<file path="src/rtl/i2cwfs_pkg.sv">
package i2cwfs_pkg;

   // bus event kinds
   localparam logic [1:0] EV_START = 2'd0;
   localparam logic [1:0] EV_BIT   = 2'd1;
   localparam logic [1:0] EV_ACK   = 2'd2;
   localparam logic [1:0] EV_STOP  = 2'd3;

   // control bytes and register defaults
   localparam logic [7:0] ADDR_RESET   = 8'h78;
   localparam logic [7:0] CTRL_COMMAND = 8'h00;
   localparam logic [7:0] CTRL_DATA    = 8'h40;

   // action codes
   localparam logic ACT_COMMAND = 1'b0;
   localparam logic ACT_DATA    = 1'b1;

   // register map
   localparam int          CSR_ADDR_W   = 3;
   localparam logic        REG_DEV_ADDR = 1'b0;

   // frame layout
   localparam int         FRAME_EVENTS = 29;
   localparam logic [1:0] LAST_BYTE    = 2'd2;
   localparam logic [2:0] LAST_BIT     = 3'd7;

   localparam int QUEUE_DEPTH = 2;

   // one frame to send, bytes in bus order
   typedef struct packed {
      logic [7:0] dev_addr;
      logic [7:0] ctrl;
      logic [7:0] payload;
   } frame_type;

   typedef struct packed {
      logic idle;
      logic at_stop;
   } back_status_type;

endpackage

</file>
<file path="src/rtl/i2cwfs_front.sv">
module i2cwfs_front (
   input  logic                  req_tvalid,
   input  logic                  req_tuser,
   input  logic [7:0]            req_tdata,
   output logic                  req_tready,
   input  logic [7:0]            dev_addr,
   input  logic                  q_full,
   output logic                  q_push,
   output i2cwfs_pkg::frame_type q_wdata
);

   always_comb begin
      req_tready       = !q_full;
      q_push           = req_tvalid && !q_full;
      q_wdata.dev_addr = dev_addr;
      q_wdata.payload  = req_tdata;
      case (req_tuser)
         i2cwfs_pkg::ACT_DATA:    q_wdata.ctrl = i2cwfs_pkg::CTRL_DATA;
         i2cwfs_pkg::ACT_COMMAND: q_wdata.ctrl = i2cwfs_pkg::CTRL_COMMAND;
         default:                 q_wdata.ctrl = i2cwfs_pkg::CTRL_COMMAND;
      endcase
   end

endmodule

</file>
<file path="src/rtl/i2cwfs_queue.sv">
module i2cwfs_queue #(
   parameter int DEPTH = i2cwfs_pkg::QUEUE_DEPTH
) (
   input  logic                              clock,
   input  logic                              reset,
   input  logic                              push,
   input  i2cwfs_pkg::frame_type             wdata,
   input  logic                              pop,
   output i2cwfs_pkg::frame_type             rdata,
   output logic                              full,
   output logic                              not_empty,
   output logic [$clog2(DEPTH + 1) - 1:0]    count
);

   localparam int PTR_W = (DEPTH > 1) ? $clog2(DEPTH) : 1;
   localparam int CNT_W = $clog2(DEPTH + 1);

   i2cwfs_pkg::frame_type mem_ff [DEPTH];
   logic [PTR_W - 1:0] wr_ptr_ff, wr_ptr_in;
   logic [PTR_W - 1:0] rd_ptr_ff, rd_ptr_in;
   logic [CNT_W - 1:0] count_ff, count_in;
   logic               do_push, do_pop;

   function automatic logic [PTR_W - 1:0] ptr_next(input logic [PTR_W - 1:0] p);
      logic [PTR_W - 1:0] r;
      if (p == PTR_W'(DEPTH - 1)) begin
         r = '0;
      end else begin
         r = p + 1'b1;
      end
      return r;
   endfunction

   always_comb begin
      full      = (count_ff == CNT_W'(DEPTH));
      not_empty = (count_ff != '0);
      count     = count_ff;
      rdata     = mem_ff[rd_ptr_ff];
      do_push   = push && !full;
      do_pop    = pop && not_empty;
      wr_ptr_in = do_push ? ptr_next(wr_ptr_ff) : wr_ptr_ff;
      rd_ptr_in = do_pop ? ptr_next(rd_ptr_ff) : rd_ptr_ff;
      count_in  = count_ff;
      if (do_push && !do_pop) begin
         count_in = count_ff + 1'b1;
      end else if (do_pop && !do_push) begin
         count_in = count_ff - 1'b1;
      end
   end

   always_ff @(posedge clock) begin
      if (reset) begin
         wr_ptr_ff <= '0;
         rd_ptr_ff <= '0;
         count_ff  <= '0;
      end else begin
         wr_ptr_ff <= wr_ptr_in;
         rd_ptr_ff <= rd_ptr_in;
         count_ff  <= count_in;
      end
   end

   always_ff @(posedge clock) begin
      if (do_push) begin
         mem_ff[wr_ptr_ff] <= wdata;
      end
   end

endmodule

</file>
<file path="src/rtl/i2cwfs_back.sv">
module i2cwfs_back (
   input  logic                        clock,
   input  logic                        reset,
   input  logic                        q_not_empty,
   input  i2cwfs_pkg::frame_type       q_rdata,
   output logic                        q_pop,
   output logic                        rsp_tvalid,
   input  logic                        rsp_tready,
   output logic [7:0]                  rsp_tdata,
   output logic [1:0]                  rsp_tuser,
   output logic                        rsp_tlast,
   output i2cwfs_pkg::back_status_type status
);

   localparam logic [1:0] ST_IDLE = 2'd0;
   localparam logic [1:0] ST_BITS = 2'd1;
   localparam logic [1:0] ST_ACK  = 2'd2;
   localparam logic [1:0] ST_STOP = 2'd3;

   logic [1:0]  state_ff, state_in;
   logic [23:0] shreg_ff, shreg_in;
   logic [2:0]  bit_cnt_ff, bit_cnt_in;
   logic [1:0]  byte_cnt_ff, byte_cnt_in;
   logic        valid_ff, valid_in;
   logic [1:0]  kind_ff, kind_in;
   logic        sda_ff, sda_in;
   logic        last_ff, last_in;
   logic        advance, emit;

   always_comb begin
      advance     = !valid_ff || rsp_tready;
      emit        = 1'b0;
      q_pop       = 1'b0;
      state_in    = state_ff;
      shreg_in    = shreg_ff;
      bit_cnt_in  = bit_cnt_ff;
      byte_cnt_in = byte_cnt_ff;
      kind_in     = kind_ff;
      sda_in      = sda_ff;
      last_in     = last_ff;
      if (advance) begin
         case (state_ff)
            ST_IDLE: begin
               if (q_not_empty) begin
                  q_pop       = 1'b1;
                  emit        = 1'b1;
                  kind_in     = i2cwfs_pkg::EV_START;
                  sda_in      = 1'b1;
                  last_in     = 1'b0;
                  shreg_in    = q_rdata;
                  bit_cnt_in  = '0;
                  byte_cnt_in = '0;
                  state_in    = ST_BITS;
               end
            end
            ST_BITS: begin
               emit       = 1'b1;
               kind_in    = i2cwfs_pkg::EV_BIT;
               sda_in     = shreg_ff[23];
               last_in    = 1'b0;
               shreg_in   = {shreg_ff[22:0], 1'b0};
               bit_cnt_in = bit_cnt_ff + 1'b1;
               if (bit_cnt_ff == i2cwfs_pkg::LAST_BIT) begin
                  state_in = ST_ACK;
               end
            end
            ST_ACK: begin
               emit       = 1'b1;
               kind_in    = i2cwfs_pkg::EV_ACK;
               sda_in     = 1'b1;
               last_in    = 1'b0;
               bit_cnt_in = '0;
               if (byte_cnt_ff == i2cwfs_pkg::LAST_BYTE) begin
                  state_in = ST_STOP;
               end else begin
                  byte_cnt_in = byte_cnt_ff + 1'b1;
                  state_in    = ST_BITS;
               end
            end
            ST_STOP: begin
               emit     = 1'b1;
               kind_in  = i2cwfs_pkg::EV_STOP;
               sda_in   = 1'b1;
               last_in  = 1'b1;
               state_in = ST_IDLE;
            end
            default: begin
               state_in = ST_IDLE;
            end
         endcase
      end
      valid_in = emit ? 1'b1 : (rsp_tready ? 1'b0 : valid_ff);
   end

   always_ff @(posedge clock) begin
      if (reset) begin
         state_ff <= ST_IDLE;
         valid_ff <= 1'b0;
      end else begin
         state_ff <= state_in;
         valid_ff <= valid_in;
      end
   end

   always_ff @(posedge clock) begin
      shreg_ff    <= shreg_in;
      bit_cnt_ff  <= bit_cnt_in;
      byte_cnt_ff <= byte_cnt_in;
      kind_ff     <= kind_in;
      sda_ff      <= sda_in;
      last_ff     <= last_in;
   end

   assign rsp_tvalid     = valid_ff;
   assign rsp_tdata      = {7'b0, sda_ff};
   assign rsp_tuser      = kind_ff;
   assign rsp_tlast      = last_ff;
   assign status.idle    = (state_ff == ST_IDLE);
   assign status.at_stop = (state_ff == ST_STOP) && advance;

endmodule

</file>
<file path="src/rtl/i2c_write_frame_serializer_core.sv">
// a request is written into the frame queue; the back sequencer then pops it and registers the frame's start event
// one bus event per cycle out of the back sequencer, while rsp_tready does not stall its output stage
// requests are taken back to back while a frame is being sent, until the frame queue fills
// reset: synchronous, active high; empties the queue, idles the sequencer, drops rsp_tvalid
// and sets the device address to 0x78
module i2c_write_frame_serializer_core #(
   parameter int QUEUE_DEPTH = i2cwfs_pkg::QUEUE_DEPTH
) (
   input  logic                                clock,
   input  logic                                reset,
   // request channel
   input  logic                                req_tvalid,
   output logic                                req_tready,
   input  logic [7:0]                          req_tdata,   // [7:0] payload
   input  logic                                req_tuser,   // [0] action
   // bus event channel
   output logic                                rsp_tvalid,
   input  logic                                rsp_tready,
   output logic [7:0]                          rsp_tdata,   // [0] sda_level, [7:1] zero
   output logic [1:0]                          rsp_tuser,   // [1:0] event_kind
   output logic                                rsp_tlast,   // stop condition
   // register port
   input  logic                                csr_psel,
   input  logic                                csr_penable,
   input  logic                                csr_pwrite,
   input  logic [i2cwfs_pkg::CSR_ADDR_W - 1:0] csr_paddr,
   input  logic [31:0]                         csr_pwdata,
   output logic [31:0]                         csr_prdata,
   output logic                                csr_pready
);

   localparam int CNT_W = $clog2(QUEUE_DEPTH + 1);

   // device address register
   logic [7:0] dev_addr_ff, dev_addr_in;
   logic       csr_wr;
   logic       csr_hit;

   // front to queue
   logic                  q_push;
   i2cwfs_pkg::frame_type q_wdata;
   logic                  q_full;

   // queue to back
   logic                  q_pop;
   logic                  q_not_empty;
   i2cwfs_pkg::frame_type q_rdata;
   logic [CNT_W - 1:0]    q_count;

   i2cwfs_pkg::back_status_type back_status;

   // register access, word index is paddr[2]
   always_comb begin
      csr_pready  = 1'b1;
      csr_hit     = (csr_paddr[2] == i2cwfs_pkg::REG_DEV_ADDR);
      csr_wr      = csr_psel && csr_penable && csr_pwrite && csr_pready;
      dev_addr_in = (csr_wr && csr_hit) ? csr_pwdata[7:0] : dev_addr_ff;
      csr_prdata  = csr_hit ? {24'b0, dev_addr_ff} : 32'b0;
   end

   always_ff @(posedge clock) begin
      if (reset) begin
         dev_addr_ff <= i2cwfs_pkg::ADDR_RESET;
      end else begin
         dev_addr_ff <= dev_addr_in;
      end
   end

   // front: classify the request and build the three frame bytes
   i2cwfs_front u_front (
      .req_tvalid (req_tvalid),
      .req_tuser  (req_tuser),
      .req_tdata  (req_tdata),
      .req_tready (req_tready),
      .dev_addr   (dev_addr_ff),
      .q_full     (q_full),
      .q_push     (q_push),
      .q_wdata    (q_wdata)
   );

   // short frame queue decoupling front from back
   i2cwfs_queue #(
      .DEPTH (QUEUE_DEPTH)
   ) u_queue (
      .clock     (clock),
      .reset     (reset),
      .push      (q_push),
      .wdata     (q_wdata),
      .pop       (q_pop),
      .rdata     (q_rdata),
      .full      (q_full),
      .not_empty (q_not_empty),
      .count     (q_count)
   );

   // back: start, 3 x (8 bits + ack), stop, into a registered output stage
   i2cwfs_back u_back (
      .clock       (clock),
      .reset       (reset),
      .q_not_empty (q_not_empty),
      .q_rdata     (q_rdata),
      .q_pop       (q_pop),
      .rsp_tvalid  (rsp_tvalid),
      .rsp_tready  (rsp_tready),
      .rsp_tdata   (rsp_tdata),
      .rsp_tuser   (rsp_tuser),
      .rsp_tlast   (rsp_tlast),
      .status      (back_status)
   );

`ifndef SYNTHESIS
   // a taken request is queued on the next cycle
   a_req_queued: assert property (@(posedge clock) disable iff (reset)
      req_tvalid && req_tready |=> q_count != '0)
      else $error("request taken but queue empty");

   // queue never overfills
   a_queue_bound: assert property (@(posedge clock) disable iff (reset)
      q_count <= CNT_W'(QUEUE_DEPTH))
      else $error("queue count beyond depth");

   // stop step of the sequencer shows up as the last event
   a_stop_last: assert property (@(posedge clock) disable iff (reset)
      back_status.at_stop |=> rsp_tvalid && rsp_tlast && rsp_tuser == i2cwfs_pkg::EV_STOP)
      else $error("stop step did not present last event");

   // a frame only starts when the sequencer is idle and a frame is queued
   a_start_from_idle: assert property (@(posedge clock) disable iff (reset)
      q_pop |-> back_status.idle && q_not_empty)
      else $error("frame popped while sequencer busy");
`endif

endmodule
</file>
<file path="config.mk">
export PLATFORM = sky130hd
export DESIGN_NAME = i2c_write_frame_serializer_core
export DESIGN_NICKNAME = d
export VERILOG_FILES = /design/src/rtl/i2cwfs_pkg.sv /design/src/rtl/i2cwfs_front.sv /design/src/rtl/i2cwfs_queue.sv /design/src/rtl/i2cwfs_back.sv /design/src/rtl/i2c_write_frame_serializer_core.sv
export SDC_FILE = /design/constraint.sdc
export NUM_CORES = 1
export LEC_CHECK = 0
export BUFFER_PORTS_ARGS = -buffer_cell sky130_fd_sc_hd__buf_2
export CELL_PAD_IN_SITES_DETAIL_PLACEMENT = 1
export CELL_PAD_IN_SITES_GLOBAL_PLACEMENT = 2
export CORE_MARGIN = 4
export CORE_UTILIZATION = 40
export DETAILED_ROUTE_END_ITERATION = 7
export GPL_TIMING_DRIVEN = 0
export PLACE_DENSITY = 0.93
export SYNTH_ARGS = -nofsm -noshare
export SYNTH_HDL_FRONTEND = slang
export SYNTH_HIERARCHICAL = 1
export SYNTH_SLANG_ARGS = --single-unit
</file>
<file path="constraint.sdc">
create_clock -name clock -period 5.4 [get_ports clock]
set_input_delay 1.08 -clock clock [delete_from_list [all_inputs] [get_ports clock]]
set_output_delay 1.08 -clock clock [all_outputs]
set_load 0.02 [all_outputs]
</file>
* Word level (Yosys, flattened, before mapping) *
Memories as Yosys holds them, arrays and structs flattened. A register that Yosys moved wholly into a read port is not among the register bits.
Cells that the tools add are included.

word-level totals
  word-level logic and storage cells = 91
  input bits = 51
  memories kept = 1
  bits in registers = 48
  memory bits (writable) = 48

cells by class
  reduce and logical (&&, ||, !) cells = 28
  mux-type cells = 33
  $add $sub $neg = 6
  bitwise gates (word level) = 2
  eq/ne operators = 9

memory list
  memory          depth  width  rd ports  clocked after memory_dff  write ports  line                source
  u_queue.mem_ff  2      24     1         1                         1            i2cwfs_queue.sv:18  i2cwfs_pkg::frame_type mem_ff [DEPTH];

operators with widths
  cell                                                            count
  24-bit one-hot mux with 2 select lines                          1
  24-bit 2-to-1 mux                                               1
  2-bit one-hot mux with 4 select lines                           2
  8-bit one-hot mux with 2 select lines                           1
  1-bit 2-to-1 mux                                                14
  2-bit 2-to-1 mux                                                7
  2-bit nonzero test                                              5
  3-bit one-hot mux with 3 select lines                           1
  3-bit AND reduction                                             3
  2-bit equality test (second input constant)                     4
  1-bit logical AND                                               8
  8-bit 2-to-1 mux                                                1
  1-bit one-hot mux with 3 select lines                           2
  2-bit by 1-bit adder with 2-bit output (second input constant)  2
  1-bit zero test                                                 4
  2-bit != test (second input constant)                           2
  2-bit one-hot mux with 2 select lines                           1
  4-bit AND reduction                                             1
  2-bit OR reduction                                              2
  3-bit by 1-bit adder with 3-bit output (second input constant)  1
  3-bit equality test (second input constant)                     1
  3-bit 2-to-1 mux                                                1
  3-bit nonzero test                                              1
  3-bit OR reduction                                              1
  9 further kinds                                                 11

* Longest topological paths before layout *
Gate-level depths: netlist of run 1.

  depth after elaboration = 8
  mapped depth = 8

* Cells and area by module *
The synthesis of run 1 kept the hierarchy.

by module, submodules not included
  module                           instances  cells an instance  area each (sq um)
  i2cwfs_queue                     1          100                1946.9
  i2cwfs_back                      1          112                1656.6
  i2c_write_frame_serializer_core  1          70                 610.6
  i2cwfs_front                     1          27                 193.9

* Worst setup path after synthesis of run 1 *
Ideal clock, no wire load.

  path kind = in2reg
  start point = input rsp_tready
  end point = register u_back.shreg_ff[0] (enable)
  slack = 2.089 ns
  setup time = 0.435 ns
  cell stages on the path = 2
  data required time = 4.965 ns
  data arrival time = 2.876 ns
  cells stage by stage = nor2b_1 -> nor3_1

between the ends
  cells in the longest elaborated chain, start to end = 2

RTL lines
  what                                  line                                   source
  start: declaration                    i2c_write_frame_serializer_core.sv:18  input logic rsp_tready,
  1-bit logical OR                      i2cwfs_back.sv:31                      advance = !valid_ff || rsp_tready;
  3-bit AND reduction (no source line)  -
  end signal: assignment                i2cwfs_back.sv:106                     shreg_ff <= shreg_in;
  end: declaration                      i2cwfs_back.sv:21                      logic [23:0] shreg_ff, shreg_in;

Every way passes these cells.
A chain may end at the register's enable or synchronous reset.

* Final worst setup path of run 1 *
  start point = input csr_paddr[2] in the netlist's numbering
  end point = output csr_prdata[2]

between the ends
  cells in the longest elaborated chain, start to end = 1

RTL lines
  what                line                                   source
  start: declaration  i2c_write_frame_serializer_core.sv:26  input logic [i2cwfs_pkg::CSR_ADDR_W - 1:0] csr_paddr,
  8-bit 2-to-1 mux    i2c_write_frame_serializer_core.sv:58  csr_prdata = csr_hit ? {24'b0, dev_addr_ff} : 32'b0;
  end: declaration    i2c_write_frame_serializer_core.sv:28  output logic [31:0] csr_prdata,

Every way passes these cells.

==> results of run 1 <==
-- worst min path at each step --
stage	slack, ns	to	cells past startpoint
after detailed placement	0.49	u_queue/wr_ptr_ff	2
final	0.50	u_queue/wr_ptr_ff	2
after floorplan	0.45	u_queue/wr_ptr_ff	2
after global routing	0.53	u_queue/wr_ptr_ff	2
after CTS	0.50	u_queue/wr_ptr_ff	2
after global placement	0.47	u_queue/wr_ptr_ff	2
-- state kept, by name, summed over array words and instances (netlist names), named ones only --
name / count
u_queue/mem_ff: 48
u_back/shreg_ff: 24
dev_addr_ff: 8
u_back/bit_cnt_ff: 3
u_back/byte_cnt_ff: 2
u_back/rsp_tuser: 2
u_back/state_ff: 2
u_queue/count: 2
u_back/rsp_tlast: 1
u_back/rsp_tvalid: 1
u_back/sda_ff: 1
u_queue/rd_ptr_ff: 1
u_queue/wr_ptr_ff: 1
-- layout make-up --
class | count | share of cell area
Buffer | 69 | 0.0995
Tap cell | 140 | 0.0346
Multi-Input combinational cell | 172 | 0.249
Inverter | 5 | 0.00370
Timing Repair Buffer | 30 | 0.0309
Clock inverter | 5 | 0.0109
Sequential cell | 97 | 0.543
Clock buffer | 11 | 0.0279
-- report_power, final --
group | total, mW | switching [mW] | internal [mW]
registers | 1.18 | 0.0663 | 1.11
clock network | 0.470 | 0.245 | 0.225
logic | 0.733 | 0.406 | 0.327
total | 2.38 | 0.717 | 1.66
-- stage by stage --
step | util | std cells
after detailed placement | 0.451 | 513
after CTS | 0.469 | 529
after global placement | 0.450 | 512
after floorplan | - | 343
after global routing | 0.469 | 529
final | 0.469 | 529
-- routing by layer --
layer  up-vias  track usage  part of all wire  wire, um
met4         0       0.0385             0.014       105
met2        58        0.212              0.50      3760
met1      1103        0.153              0.44      3270
met3         8       0.0455             0.050       374
met5         -            0                 0         0
li1       1135            -                 -         -
-- worst reg2reg max path, stage by stage, from the launching register on --
cell	delay, ns
dfxtp_1	0.44
nor2b_2	0.10
nor2b_1	0.11
inv_1	0.07
or3_1	0.38
inv_1	0.81
==> flow_metrics.env, run 1 <==
export IMPL_drive_above_1_share=0.434
export IMPL_status="finished, final reports clean"
export IMPL_cts_resized=0
export IMPL_n_antenna_cell=0
export IMPL_hold_violations=0
export IMPL_syn_inst=308
export IMPL_regArea_sq_mm=0.00275
export IMPL_hold_ws_ns=0.499
export IMPL_finalCriticalPeriod_ns=2.71
export IMPL_cp_depth=3
export IMPL_maxCapViolations=0
export IMPL_core_sq_mm=0.0108
export IMPL_place_ws_ns=2.47
export IMPL_die_h_um=113
export IMPL_startpoint_type="input pin"
export IMPL_period_share=0.502
export IMPL_grt_pass1_wl_mm=12.4
export IMPL_initial_core_util=0.408
export IMPL_required_ns=4.32
export IMPL_n_fill_cell=1128
export IMPL_power_total_mw=2.38
export IMPL_routed_wl_mm=7.51
export IMPL_power_density_mw_per_mm2=470
export IMPL_gp_congestion=0.699
export IMPL_io_pins=97
export IMPL_crit_path_start="csr_paddr[2]"
export IMPL_finish_net_count=439
export IMPL_rsz0062_at_grt="no"
export IMPL_ff2ff_path_depth=5
export IMPL_holdCritStartpoint="u_queue/wr_ptr_ff"
export IMPL_clock_skew_ns=0.0114
export IMPL_hold_path_class="flop to flop"
export IMPL_finalSetupViolCount=0
export IMPL_synth_avg_cell_area_sq_um=14.3
export IMPL_grt_pass1_vias=2554
export IMPL_p_leak_nw=1.99
export IMPL_dpl_cell_area_sq_mm=0.00487
export IMPL_hpwl_mm=5.18
export IMPL_path_delay_family="buffers and inverters"
export IMPL_htree_levels=3
export IMPL_path_buf_inv=2
export IMPL_critPathCaptureType="output port"
export IMPL_clk_pin_slew_ns=0.08
export IMPL_track_usage=0.126
export IMPL_die_x_um=113
export IMPL_antenna_found_initial=0
export IMPL_drtAntennaViolNets=0
export IMPL_fin_tns_setup_ns=0
export IMPL_cp_cell_sequence="buf_2, and2b_2, buf_2"
export IMPL_vias=2304
export IMPL_worst_path_largest_cell_delay_ns=0.23
export IMPL_cp_arrival_ns=1.63
export IMPL_rows=38
export IMPL_slew_violations=0
export IMPL_crit_top_cell="buf_2"
export IMPL_viasPerCell=4.36
export IMPL_grt_max_degree=25
export IMPL_vdd_drop_max_mv=0.177
export IMPL_worstSetupEndpoint="csr_prdata[2]"
export IMPL_slew_headroom=0.159
export IMPL_multi_input_area_sq_mm=0.00126
export IMPL_grt_overflow=0
export IMPL_fmax_mhz=369
export IMPL_crit_fanout=9
export IMPL_drc=0
export IMPL_layout_commonest_cell="edfxtp_1"
export IMPL_slowest_stage="and2b_2"
export IMPL_wl_per_cell_um=14.2
export IMPL_cts_root_buf="clkbuf_8"
export IMPL_mappedNetlistArea_sq_mm=0.00440
export IMPL_rr_startpoint="u_queue/count[0]"
export IMPL_cts_sinks=97
export IMPL_clkLatencyLatePin_ns=0.36
export IMPL_drt_initial_drc_count=112
export IMPL_setup_ws_ns=2.69
export IMPL_clockBufferDepth=2
export IMPL_yosysWarnings=6
export IMPL_cts_setup_buffers=0
export IMPL_dr_pass1_iters=5
export IMPL_crit_type="input pin to output port"
export IMPL_cts_tree="yes"
export IMPL_cts_buffers=9
export IMPL_cts_hold_buf=0
export IMPL_area_growth_pct=15.1
export IMPL_reg2reg_slack_ns=3.11
export IMPL_die_area_sq_mm=0.0127
export IMPL_final_cell_mix="edfxtp_1 (81), buf_4 (58), mux2_2 (43)"
export IMPL_worst_slew_pin_transition_ns=1.26
export IMPL_finalInstanceArea_sq_mm=0.00507
export IMPL_rr_endpoint="u_queue/mem_ff[0][13]"
export IMPL_portBuffers=29
Note: power is estimated with default switching activity, not from simulation.
==> run 2: changes to the inputs <==
Settings changed: CORE_UTILIZATION 40 to 37, PLACE_DENSITY 0.93 to 0.88.
Clock period 5.4 ns to 2.65 ns, I/O delays scaled along.
==> run 2 against run 1 <==
Design area increased by 3.0%. Via count unchanged. Clock skew decreased by 0.0020 ns. Clock-buffer cell count increased by 1. First-iteration DRC count decreased by 13%. Hold slack got worse by 0.12 ns. Worst setup slack got worse by 2.3 ns. Combinational power increased by 110%. Power increased by 120%. Global-route usage decreased by 0.57 points. Largest cell class unchanged.
==> flow_metrics.env, run 2 (synthesis results as in run 1) <==
export IMPL_regArea_sq_mm=0.00275
export IMPL_clk_pin_slew_ns=0.07
export IMPL_worst_slew_pin_transition_ns=1.25
export IMPL_cts_tree="yes"
export IMPL_cp_arrival_ns=2.25
export IMPL_routed_wl_mm=7.53
export IMPL_drtAntennaViolNets=0
export IMPL_p_sw_frac=0.283
export IMPL_cts_hold_buf=0
export IMPL_final_util=0.453
export IMPL_antenna_found_initial=0
export IMPL_finalInstanceArea_sq_mm=0.00522
export IMPL_final_cell_mix="edfxtp_1 (81), buf_4 (58), mux2_2 (43)"
export IMPL_portBuffers=29
export IMPL_crit_fanout=24
export IMPL_core_sq_mm=0.0115
export IMPL_layout_commonest_cell="edfxtp_1"
export IMPL_htree_levels=3
export IMPL_grt_pass1_vias=2535
export IMPL_initial_core_util=0.382
export IMPL_rows=39
export IMPL_cts_resized=0
export IMPL_maxCapViolations=0
export IMPL_slew_headroom=0.166
export IMPL_top_regs="u_queue/mem_ff (48), u_back/shreg_ff (24), dev_addr_ff (8)"
export IMPL_reg2reg_slack_ns=0.35
export IMPL_die_h_um=117
export IMPL_status="finished, final reports clean"
export IMPL_fmax_mhz=434
export IMPL_n_antenna_cell=0
export IMPL_regMostFlops="u_queue/mem_ff"
export IMPL_power_density_mw_per_mm2=1030
export IMPL_power_frac_comb=0.290
export IMPL_drc=0
export IMPL_finalSetupViolCount=0
export IMPL_die_x_um=117
export IMPL_pwr_share_clk=0.260
export IMPL_clock_skew_ns=0.00933
export IMPL_grt_pass1_wl_mm=12.5
export IMPL_slew_violations=0
export IMPL_finalCriticalPeriod_ns=2.30
export IMPL_largest_reg_flops=48
export IMPL_grt_overflow=0
export IMPL_hold_violations=0
export IMPL_seqPwrFrac=0.450
export IMPL_vias=2304
export IMPL_track_usage=0.121
export IMPL_startpoint_type="flop"
export IMPL_cts_setup_buffers=0
export IMPL_n_fill_cell=1182
export IMPL_clockBufferDepth=2
export IMPL_hpwl_mm=5.20
export IMPL_fin_tns_setup_ns=0
export IMPL_required_ns=2.60
export IMPL_gp_congestion=0.718
export IMPL_die_area_sq_mm=0.0137
export IMPL_viasPerCell=4.33
export IMPL_finish_net_count=439
export IMPL_multi_input_area_sq_mm=0.00127
export IMPL_dpl_cell_area_sq_mm=0.00490
export IMPL_drt_initial_drc_count=98
export IMPL_rsz0062_at_grt="no"
export IMPL_critPathCaptureType="flop"
export IMPL_p_leak_nw=2.06
export IMPL_io_pins=97
export IMPL_drive_above_1_share=0.432
export IMPL_wl_per_cell_um=14.2
export IMPL_grt_max_degree=25
export IMPL_cts_root_buf="clkbuf_16"
export IMPL_period_share=0.869
export IMPL_p_int_mw=3.84
export IMPL_clkLatencyLatePin_ns=0.34
export IMPL_cts_buffers=9
export IMPL_p_switching_mw=1.52
export IMPL_cts_sinks=97
export IMPL_dr_pass1_iters=4
export IMPL_hold_path_class="input pin to flop"
export IMPL_crit_type="flop to flop"
export IMPL_area_growth_pct=18.6
export IMPL_vdd_drop_max_mv=0.378
-- run 2: critical path: stages, from the launching register on --
cell and delay, ns:
dfxtp_1 0.43, nor2b_2 0.10, nor2b_1 0.12, inv_1 0.07, or3_1 0.37, inv_1 0.83
-- run 2: worst paths after layout --
kind | start | to | cells after the start
setup / recovery | u_queue/count[0] | u_queue/mem_ff[0][9] | 5
hold / removal | req_tdata[3] | u_queue/mem_ff[0][3] | 1
setup reg to reg | u_queue/count[0] | u_queue/mem_ff[0][9] | 5
hold reg to reg | dev_addr_ff[7] | dev_addr_ff[7] | 2
-- run 2: per-layer routing --
metal	global-route usage	up-vias	wire, um
met3	0.0298	9	303
met5	0	-	0
li1	-	1133	-
met4	0.0436	0	114
met1	0.150	1110	3290
met2	0.204	52	3820
-- run 2: power by group through the flow --
stage / Sequential, mW / Combinational, mW / Clock, mW
global route: 2.44 / 1.72 / 1.51
CTS: 2.42 / 1.59 / 1.43
finish: 2.41 / 1.55 / 1.39
floorplan: 2.42 / 1.10 / 0
global placement: 2.42 / 1.42 / 0
detailed placement: 2.44 / 1.57 / 0
-- run 2: cell type report --
type                            instances  share of cell area
Tap cell                              143              0.0343
Inverter                                5             0.00360
Sequential cell                        97               0.527
Buffer                                 69              0.0966
Multi-Input combinational cell        172               0.243
Timing Repair Buffer                   30              0.0331
Clock inverter                          4              0.0146
Clock buffer                           12              0.0472
-- run 2: per-stage QoR --
stage	worst slack (ns)	hold slack (ns)	std cells	power [mW]
global route	0.185	0.360	532	5.67
detailed placement	0.238	0.487	516	4.01
floorplan	0.627	0.452	343	3.52
global placement	0.0327	0.466	515	3.84
finish	0.347	0.380	532	5.35
CTS	0.317	0.368	532	5.43
